`src/rtl/tomrc_pkg.sv`:
```
// ----------------------------------------------------------------------------
// tomrc_pkg - shared types and constants of the tile occupancy map
// Request codes, the controller/datapath command and status bundles.
// ----------------------------------------------------------------------------
`default_nettype none

package tomrc_pkg;

  localparam logic [1:0] REQ_CLEAR = 2'd0;
  localparam logic [1:0] REQ_MARK  = 2'd1;
  localparam logic [1:0] REQ_TEST  = 2'd2;
  localparam logic [1:0] REQ_POP   = 2'd3;

  localparam logic [15:0] COUNT_MAX = 16'hFFFF;

  // controller -> datapath
  typedef struct packed {
    logic load;        // latch request fields
    logic clr_grid;    // zero grid flags and count
    logic bump_count;  // saturating count increment
    logic set_y_first; // row pointer to top row of request
    logic set_y_pop;   // row pointer to first non-empty row
    logic set_hit;     // force hit
    logic y_inc;       // advance row pointer
    logic mark_wr;     // OR mask into current row
    logic test_chk;    // accumulate overlap of current row
    logic pop_find;    // take run of first row, clear it
    logic pop_chk;     // clear run from matching lower row
    logic emit;        // load result registers
  } cmd_t;

  // datapath -> controller
  typedef struct packed {
    logic [1:0] req;
    logic       empty;
    logic       count_zero;
    logic       tile_en;
    logic       grid_empty;
    logic       y_last;
    logic       y_bottom;
    logic       row_hit;
    logic       strip_match;
  } sts_t;

endpackage

`default_nettype wire

```
`src/rtl/tomrc_ctrl.sv`:
```
// ----------------------------------------------------------------------------
// tomrc_ctrl - request sequencer
// Walks the rows of a request and issues datapath commands.
// ----------------------------------------------------------------------------
`default_nettype none

module tomrc_ctrl (
  input  wire logic            clk,
  input  wire logic            rst,
  input  wire logic            start,
  output logic                 busy,
  input  wire tomrc_pkg::sts_t sts,
  output tomrc_pkg::cmd_t      cmd
);

  localparam logic [3:0] S_IDLE  = 4'd0;
  localparam logic [3:0] S_DISP  = 4'd1;
  localparam logic [3:0] S_MRD   = 4'd2;
  localparam logic [3:0] S_MWR   = 4'd3;
  localparam logic [3:0] S_TRD   = 4'd4;
  localparam logic [3:0] S_TCHK  = 4'd5;
  localparam logic [3:0] S_PRD   = 4'd6;
  localparam logic [3:0] S_PFIND = 4'd7;
  localparam logic [3:0] S_PRD2  = 4'd8;
  localparam logic [3:0] S_PCHK  = 4'd9;
  localparam logic [3:0] S_DONE  = 4'd10;

  logic [3:0] state;
  logic [3:0] state_next;

  always_ff @(posedge clk) begin
    if (rst) begin
      state <= S_IDLE;
    end else begin
      state <= state_next;
    end
  end

  always_comb begin
    cmd        = '0;
    state_next = state;
    busy       = (state != S_IDLE);
    case (state)
      S_IDLE: begin
        if (start) begin
          cmd.load   = 1'b1;
          state_next = S_DISP;
        end
      end
      S_DISP: begin
        case (sts.req)
          tomrc_pkg::REQ_CLEAR: begin
            cmd.clr_grid = 1'b1;
            state_next   = S_DONE;
          end
          tomrc_pkg::REQ_MARK: begin
            cmd.bump_count = 1'b1;
            if (sts.empty) begin
              state_next = S_DONE;
            end else begin
              cmd.set_y_first = 1'b1;
              state_next      = S_MRD;
            end
          end
          tomrc_pkg::REQ_TEST: begin
            if (sts.count_zero || sts.empty || !sts.tile_en) begin
              cmd.set_hit = !sts.count_zero && !sts.tile_en;
              state_next  = S_DONE;
            end else begin
              cmd.set_y_first = 1'b1;
              state_next      = S_TRD;
            end
          end
          default: begin
            if (sts.grid_empty) begin
              state_next = S_DONE;
            end else begin
              cmd.set_y_pop = 1'b1;
              state_next    = S_PRD;
            end
          end
        endcase
      end
      S_MRD: state_next = S_MWR;
      S_MWR: begin
        cmd.mark_wr = 1'b1;
        if (sts.y_last) begin
          state_next = S_DONE;
        end else begin
          cmd.y_inc  = 1'b1;
          state_next = S_MRD;
        end
      end
      S_TRD: state_next = S_TCHK;
      S_TCHK: begin
        cmd.test_chk = 1'b1;
        if (sts.y_last || sts.row_hit) begin
          state_next = S_DONE;
        end else begin
          cmd.y_inc  = 1'b1;
          state_next = S_TRD;
        end
      end
      S_PRD: state_next = S_PFIND;
      S_PFIND: begin
        cmd.pop_find = 1'b1;
        if (sts.y_bottom) begin
          state_next = S_DONE;
        end else begin
          cmd.y_inc  = 1'b1;
          state_next = S_PRD2;
        end
      end
      S_PRD2: state_next = S_PCHK;
      S_PCHK: begin
        if (!sts.strip_match) begin
          state_next = S_DONE;
        end else begin
          cmd.pop_chk = 1'b1;
          if (sts.y_bottom) begin
            state_next = S_DONE;
          end else begin
            cmd.y_inc  = 1'b1;
            state_next = S_PRD2;
          end
        end
      end
      S_DONE: begin
        cmd.emit   = 1'b1;
        state_next = S_IDLE;
      end
      default: state_next = S_IDLE;
    endcase
  end

endmodule

`default_nettype wire

```
`src/rtl/tomrc_dp.sv`:
```
// ----------------------------------------------------------------------------
// tomrc_dp - occupancy grid datapath
// Row memory with per-row non-empty flags, mask and run logic, count, results.
// ----------------------------------------------------------------------------
`default_nettype none

module tomrc_dp #(
  parameter int GRID_SIZE = 32
) (
  input  wire logic            clk,
  input  wire logic            rst,
  input  wire tomrc_pkg::cmd_t cmd,
  output tomrc_pkg::sts_t      sts,
  input  wire logic [1:0]      req_type,
  input  wire logic [4:0]      col_first,
  input  wire logic [4:0]      row_first,
  input  wire logic [4:0]      col_last,
  input  wire logic [4:0]      row_last,
  input  wire logic            cfg_write,
  input  wire logic            cfg_data,
  output logic                 done,
  output logic                 hit,
  output logic                 rect_valid,
  output logic [4:0]           rect_col,
  output logic [4:0]           rect_row,
  output logic [5:0]           rect_width,
  output logic [5:0]           rect_height,
  output logic [15:0]          marked_count
);

  localparam int CW = $clog2(GRID_SIZE);
  localparam int HW = $clog2(GRID_SIZE + 1);
  localparam logic [CW-1:0] Y_BOTTOM = CW'(GRID_SIZE - 1);

  typedef logic [GRID_SIZE-1:0] row_t;

  function automatic logic [CW-1:0] clamp(logic [4:0] v);
    logic [CW-1:0] r;
    if ({1'b0, v} > 6'(GRID_SIZE - 1)) begin
      r = Y_BOTTOM;
    end else begin
      r = CW'(v);
    end
    return r;
  endfunction

  function automatic logic [CW-1:0] onehot_idx(row_t v);
    logic [CW-1:0] r;
    r = '0;
    for (int i = 0; i < GRID_SIZE; i++) begin
      if (v[i]) begin
        r = r | CW'(i);
      end
    end
    return r;
  endfunction

  row_t          mem [GRID_SIZE];
  row_t          rdata;
  logic          rnz;
  row_t          nz;
  logic [1:0]    req_q;
  logic [CW-1:0] c0, r0, c1, r1;
  logic [CW-1:0] y, y0;
  logic [15:0]   count;
  logic          tile_en;
  logic          hit_q;
  logic          found;
  row_t          strip, low;
  logic [HW-1:0] hcnt;

  row_t          row_q, span, nz_low;
  row_t          low_now, strip_now, strip_top;
  row_t          mem_wdata;
  logic          mem_we;
  logic [CW-1:0] xs, xe;
  logic [HW-1:0] width;

  assign row_q = rnz ? rdata : '0;

  always_comb begin
    for (int i = 0; i < GRID_SIZE; i++) begin
      span[i] = (CW'(i) >= c0) && (CW'(i) <= c1);
    end
  end

  // isolate lowest set bit, then the run that starts there
  assign nz_low    = nz & (~nz + row_t'(1));
  assign low_now   = row_q & (~row_q + row_t'(1));
  assign strip_now = (row_q ^ (row_q + low_now)) & row_q;
  assign strip_top = strip & ~(strip >> 1);
  assign xs        = onehot_idx(low);
  assign xe        = onehot_idx(strip_top);
  assign width     = HW'(xe) - HW'(xs) + HW'(1);

  always_comb begin
    mem_we    = 1'b0;
    mem_wdata = row_q;
    if (cmd.mark_wr) begin
      mem_we    = 1'b1;
      mem_wdata = row_q | span;
    end else if (cmd.pop_find) begin
      mem_we    = 1'b1;
      mem_wdata = row_q & ~strip_now;
    end else if (cmd.pop_chk) begin
      mem_we    = 1'b1;
      mem_wdata = row_q & ~strip;
    end
  end

  always_ff @(posedge clk) begin
    if (mem_we) begin
      mem[y] <= mem_wdata;
    end
    rdata <= mem[y];
    rnz   <= nz[y];
  end

  always_ff @(posedge clk) begin
    if (rst) begin
      nz      <= '0;
      count   <= '0;
      tile_en <= 1'b1;
      done    <= 1'b0;
    end else begin
      done <= cmd.emit;
      if (cfg_write) begin
        tile_en <= cfg_data;
      end
      if (cmd.clr_grid) begin
        nz    <= '0;
        count <= '0;
      end else begin
        if (mem_we) begin
          nz[y] <= (mem_wdata != '0);
        end
        if (cmd.bump_count && (count != tomrc_pkg::COUNT_MAX)) begin
          count <= count + 16'd1;
        end
      end
    end
  end

  always_ff @(posedge clk) begin
    if (cmd.load) begin
      req_q <= req_type;
      c0    <= clamp(col_first);
      r0    <= clamp(row_first);
      c1    <= clamp(col_last);
      r1    <= clamp(row_last);
      hit_q <= 1'b0;
      found <= 1'b0;
    end
    if (cmd.set_hit || (cmd.test_chk && sts.row_hit)) begin
      hit_q <= 1'b1;
    end
    if (cmd.set_y_first) begin
      y <= r0;
    end else if (cmd.set_y_pop) begin
      y  <= onehot_idx(nz_low);
      y0 <= onehot_idx(nz_low);
    end else if (cmd.y_inc) begin
      y <= y + CW'(1);
    end
    if (cmd.pop_find) begin
      strip <= strip_now;
      low   <= low_now;
      hcnt  <= HW'(1);
      found <= 1'b1;
    end else if (cmd.pop_chk) begin
      hcnt <= hcnt + HW'(1);
    end
    if (cmd.emit) begin
      hit          <= (req_q == tomrc_pkg::REQ_TEST) && hit_q;
      rect_valid   <= found;
      rect_col     <= found ? 5'(xs) : 5'd0;
      rect_row     <= found ? 5'(y0) : 5'd0;
      rect_width   <= found ? 6'(width) : 6'd0;
      rect_height  <= found ? 6'(hcnt) : 6'd0;
      marked_count <= count;
    end
  end

  always_comb begin
    sts.req         = req_q;
    sts.empty       = (c0 > c1) || (r0 > r1);
    sts.count_zero  = (count == '0);
    sts.tile_en     = tile_en;
    sts.grid_empty  = (nz == '0);
    sts.y_last      = (y == r1);
    sts.y_bottom    = (y == Y_BOTTOM);
    sts.row_hit     = ((row_q & span) != '0);
    sts.strip_match = ((row_q & strip) == strip);
  end

endmodule

`default_nettype wire

```
`src/rtl/tile_occupancy_map_rect_cover.sv`:
```
// ----------------------------------------------------------------------------
// tile_occupancy_map_rect_cover - tile occupancy grid with greedy rect cover
// Clear, mark, test and pop requests over a GRID_SIZE x GRID_SIZE bit grid.
//
//   channel   signals                                   handshake
//   request   req_type, col/row_first, col/row_last     start & !busy
//   result    hit, rect_*, marked_count                 done, one cycle
//   config    cfg_data                                  cfg_write
//
// A request spends a read state and a write or check state on each row visited
// on the single-port row memory: mark visits rows row_first..row_last, test
// stops at the first overlapping row, pop visits the popped rows plus the row
// that ends the run, if the run stops above the last row. An empty rectangle,
// a test answered without lookup and a pop of an empty grid visit no row.
// Reset clears the row flags at once; there is no clearing pass.
// busy is high from accept until done; the result is never held back.
// ----------------------------------------------------------------------------
`default_nettype none

module tile_occupancy_map_rect_cover #(
  parameter int GRID_SIZE = 32
) (
  input  wire logic        clk,
  input  wire logic        rst,
  input  wire logic        start,
  output logic             busy,
  input  wire logic [1:0]  req_type,
  input  wire logic [4:0]  col_first,
  input  wire logic [4:0]  row_first,
  input  wire logic [4:0]  col_last,
  input  wire logic [4:0]  row_last,
  input  wire logic        cfg_write,
  input  wire logic        cfg_data,
  output logic             done,
  output logic             hit,
  output logic             rect_valid,
  output logic [4:0]       rect_col,
  output logic [4:0]       rect_row,
  output logic [5:0]       rect_width,
  output logic [5:0]       rect_height,
  output logic [15:0]      marked_count
);

  tomrc_pkg::cmd_t cmd;
  tomrc_pkg::sts_t sts;

  tomrc_ctrl u_ctrl (
    .clk   (clk),
    .rst   (rst),
    .start (start),
    .busy  (busy),
    .sts   (sts),
    .cmd   (cmd)
  );

  tomrc_dp #(
    .GRID_SIZE (GRID_SIZE)
  ) u_dp (
    .clk          (clk),
    .rst          (rst),
    .cmd          (cmd),
    .sts          (sts),
    .req_type     (req_type),
    .col_first    (col_first),
    .row_first    (row_first),
    .col_last     (col_last),
    .row_last     (row_last),
    .cfg_write    (cfg_write),
    .cfg_data     (cfg_data),
    .done         (done),
    .hit          (hit),
    .rect_valid   (rect_valid),
    .rect_col     (rect_col),
    .rect_row     (rect_row),
    .rect_width   (rect_width),
    .rect_height  (rect_height),
    .marked_count (marked_count)
  );

  a_done_idle: assert property (@(posedge clk) disable iff (rst) done |-> !busy)
    else $error("result strobe while busy");

  a_done_single: assert property (@(posedge clk) disable iff (rst) done |=> !done)
    else $error("result strobe longer than one cycle");

  a_accept_busy: assert property (@(posedge clk) disable iff (rst)
    (start && !busy) |=> busy)
    else $error("accepted request did not raise busy");

  a_result_kind: assert property (@(posedge clk) disable iff (rst)
    done |-> !(hit && rect_valid))
    else $error("hit and rect_valid both set");

endmodule

`default_nettype wire
```
`config.mk`:
```
export PLATFORM = sky130hd
export DESIGN_NAME = tile_occupancy_map_rect_cover
export DESIGN_NICKNAME = d
export VERILOG_FILES = /design/src/rtl/tomrc_pkg.sv /design/src/rtl/tomrc_ctrl.sv /design/src/rtl/tomrc_dp.sv /design/src/rtl/tile_occupancy_map_rect_cover.sv
export SDC_FILE = /design/constraint.sdc
export NUM_CORES = 2
export LEC_CHECK = 0
export ABC_AREA = 1
export BUFFER_PORTS_ARGS = -buffer_cell sky130_fd_sc_hd__buf_4
export CORE_UTILIZATION = 50
export CTS_BUF_LIST = sky130_fd_sc_hd__clkbuf_4
export CTS_CLUSTER_SIZE = 16
export DETAILED_ROUTE_END_ITERATION = 16
export PLACE_DENSITY = 0.76
export SLEW_MARGIN = 20
export SYNTH_ARGS = -nofsm -noshare
export SYNTH_HDL_FRONTEND = slang
export SYNTH_SLANG_ARGS = --single-unit
export TNS_END_PERCENT = 20
```
`constraint.sdc`:
```
create_clock -name clk -period 5.79 [get_ports clk]
set_clock_uncertainty 0.05 [all_clocks]
set_input_delay 0.8685 -clock clk [delete_from_list [all_inputs] [get_ports clk]]
set_output_delay 0.8685 -clock clk [all_outputs]
set_load 0.1 [all_outputs]
```
==> metrics.cfg <==
[die]
die_h_um=330
core_um2=107000
row_count=120
start_util=0.504
dieArea_um2=109000
die_x_um=330
ios=69

[power]
totalPowerFinal_mw=22.0
seqPwrFrac=0.482
power_switching_mw=6.79
leakage_nw=22.0
p_int_mw=15.2
p_per_area_nw_per_um2=363
p_clk_frac=0.338
switching_share=0.309
p_comb_frac=0.180
irDropWorstVdd_v=0.000219

[layout]
final_nets=5228
area_growth_syn_to_layout_pct=12.1
seqCellArea_um2=36700
drive_gt1_frac=0.141
fillCellCount=8837
multi_input_area_um2=15200
mostFrequentLayoutCell=edfxtp_1
mostFrequentLayoutCells=edfxtp_1, nor2_1, o21ai_0
post-route-cell-area_um2=60400

[global_route]
antenna_found_initial=7
grt_use_total=0.306
grt_overflow_total=0
grt_max_degree=212
grt_pass1_vias=38700
grt_pass1_wl_um=247000

[synthesis]
ys_seq_area_frac=0.681
synth.distinct_cells=59
synthSimpleGateAreaFrac=0.134
synth_enable_flop_cells=1159
netlist_area_um2=53900
synth_nets=4952
async_flop_share=0
avgSynthCellArea_um2=11.0
synth_xor_area_frac=0.00227
ys_seq_elements=1254
synth_flop_cell=edfxtp_1
synth-compound-area-share=0.135
synthAdderAreaFrac=0.00757
synth_mux_area_frac=0
synth_warnings=0
synthCells=4893
synth_top_family_by_area=compound AO/OA/AOI/OAI gates

[detailed_routing]
dr.pass1.iters=6
vias=41600
dr.first_iter.drc_count=6209
wl_per_cell_um=24.8
ant_nets=0
via_per_inst=6.12
drc=0
wl_um=169000

[sta]
rsz0062_at_grt=false
max_freq_mhz=197
final.setup.tns_ps=0
report.final.slew_viol_count=0
setup_violations=0
layout_min_cycle_time_ps=5070
slew_headroom=0.216
tightestPinTransition_ps=1180
period_share=0.877
final_hold_viol_count=0

[worst_setup_path]
path_common_cell=nand2_1
worstSetupStartpointType=register
crit_path_cell_trace=nand2_1 -> inv_1 -> o21ai_1 -> nor2_1 -> nand2_1 -> nor2_4 -> nand3_2 -> inv_2 -> a211oi_1 -> o21ai_0 -> nand2_1 -> buf_4 -> nor2_1 -> nand3_1 -> nor2_1 -> nand2_2 -> nand2_1 -> a21oi_1
critPathTopFamily=simple AND/OR/NAND/NOR gates
crit_buf_inv=3
criticalPathCategory=reg -> reg
arrival_ps=6000
cpPeakStageDelay_ps=900
slowest_stage=dfxtp_2
critPathMaxFanout=33
required_ps=6720
end_kind=register

[placed_design]
dpl_cell_area_um2=56200
hpwl_um=107000
numPortBuffers=68
place_congestion=1.02

[hold_path]
hold_class=in -> reg

[clock_tree]
path_clk_slew_ps=60
numCtsBuffers=329
cts_resized=0
cts_max_level=5
clk_latency_ps=1270
cts.sinks=1254
cts_tree=yes
cts_root_buffer=clkbuf_4
clockBufferDepth=4

[outcome]
status=finished clean

[flow_run]
maxCapViolCount=0

[path summary, 6_finish.rpt]
path         slack, ps  depth (start not counted)          endpoint  startpoint
max                720                         18       u_dp.nz[20]    u_dp.rnz
min                 70                          2       u_dp.nz[11]         rst
max reg2reg        720                         18       u_dp.nz[20]    u_dp.rnz
min reg2reg        400                          2  u_dp.rect_row[3]  u_dp.y0[3]
[worst reg2reg max path, cell delays in order (launching register included)]
cell and delay, ps:
dfxtp_2 900, nand2_1 430, inv_1 260, o21ai_1 80
nor2_1 120, nand2_1 180, nor2_4 210, nand3_2 390
inv_2 510, a211oi_1 150, o21ai_0 190, nand2_1 70
buf_4 240, nor2_1 150, nand3_1 90, nor2_1 150
nand2_2 420, nand2_1 220, a21oi_1 80
[metrics by stage]
stage / hold WS (ps) / utilization / std cells / setup slack (ps)
after floorplan: 356 / - / 4893 / 1290
after global placement: 397 / 0.526 / 6215 / 830
after detailed placement: 391 / 0.526 / 6215 / 889
after CTS: 10.1 / 0.565 / 6788 / 827
after global routing: 51.4 / 0.565 / 6794 / 346
final: 66.0 / 0.565 / 6797 / 715
[layout make-up]
type                    count  share of cell area
well taps                1403              0.0290
flip-flops and latches   1254               0.607
clock buffers             470              0.0584
multi-input cells        3075               0.251
diodes                      8            0.000331
clock inverters            78             0.00691
inverters                 322              0.0202
repair buffers            187              0.0272
[metal layers]
metal / up-vias / track usage / wire (um)
met3: 413 / 0.0637 / 20300
met2: 2982 / 0.468 / 76200
met4: 6 / 0.133 / 7060
li1: 18400 / - / -
met1: 19800 / 0.425 / 64900
met5: - / 0 / 91
[power groups by stage]
stage	registers (mW)	clock network [mW]	logic (mW)
2_1_floorplan	10.7	0	2.32
3_3_place_gp	10.8	0	3.78
3_5_place_dp	10.8	0	3.82
4_1_cts	10.6	7.50	3.84
5_1_grt	10.6	7.94	4.20
6_report	10.6	7.42	3.95
[state kept, by name, indices dropped and copies added, names as in the netlist, 5 cells and up]
signal             flops
u_dp.r0                5
u_dp.r1                5
u_dp.rect_width        6
u_dp.rdata            32
u_dp.rect_col          5
u_dp.c1                5
u_dp.marked_count     16
u_dp.rect_row          5
u_dp.hcnt              6
u_dp.nz               32
u_dp.strip            31
u_dp.low              32
u_dp.mem            1024
u_dp.rect_height       6
u_dp.count            16
u_dp.y                 5
u_dp.y0                5
u_dp.c0                5
[synthesized netlist by cell type, types with 14 or more instances]
| library cell | number | area share |
|---|---|---|
| a221oi_1 | 65 | 0.011 |
| a21oi_1 | 131 | 0.012 |
| a211oi_1 | 14 | 0.0019 |
| edfxtp_1 | 1159 | 0.65 |
| dfxtp_1 | 95 | 0.035 |
| clkbuf_1 | 221 | 0.015 |
| o21ai_0 | 642 | 0.060 |
| nand2_1 | 633 | 0.044 |
| a22o_1 | 65 | 0.011 |
| inv_1 | 309 | 0.022 |
| o211ai_1 | 15 | 0.0021 |
| nand2_2 | 17 | 0.0020 |
| nor3_1 | 70 | 0.0065 |
| nand3_1 | 98 | 0.0091 |
| nor2_1 | 859 | 0.060 |
| nor4_1 | 24 | 0.0028 |
| o22ai_1 | 266 | 0.031 |
| nand4_1 | 38 | 0.0044 |
| ha_1 | 31 | 0.0072 |
[cell families (layout without fill, tap and decap cells)]
group / after synthesis / count (layout)
buf+inv: 564 / 1057
fa+ha+maj: 32 / 32
flops: 1254 / 1254
compound gates: 1251 / 1251
xor+xnor: 14 / 14
simple gates: 1778 / 1778
other cells: 0 / 8
[what timing repair did]
item / 4_1_cts / 5_1_grt
hold endpoints to repair: 26 / 0
hold buffers: 25 / 0
buffers inserted: 0 / 0
Power figures use the tool's default switching activity.
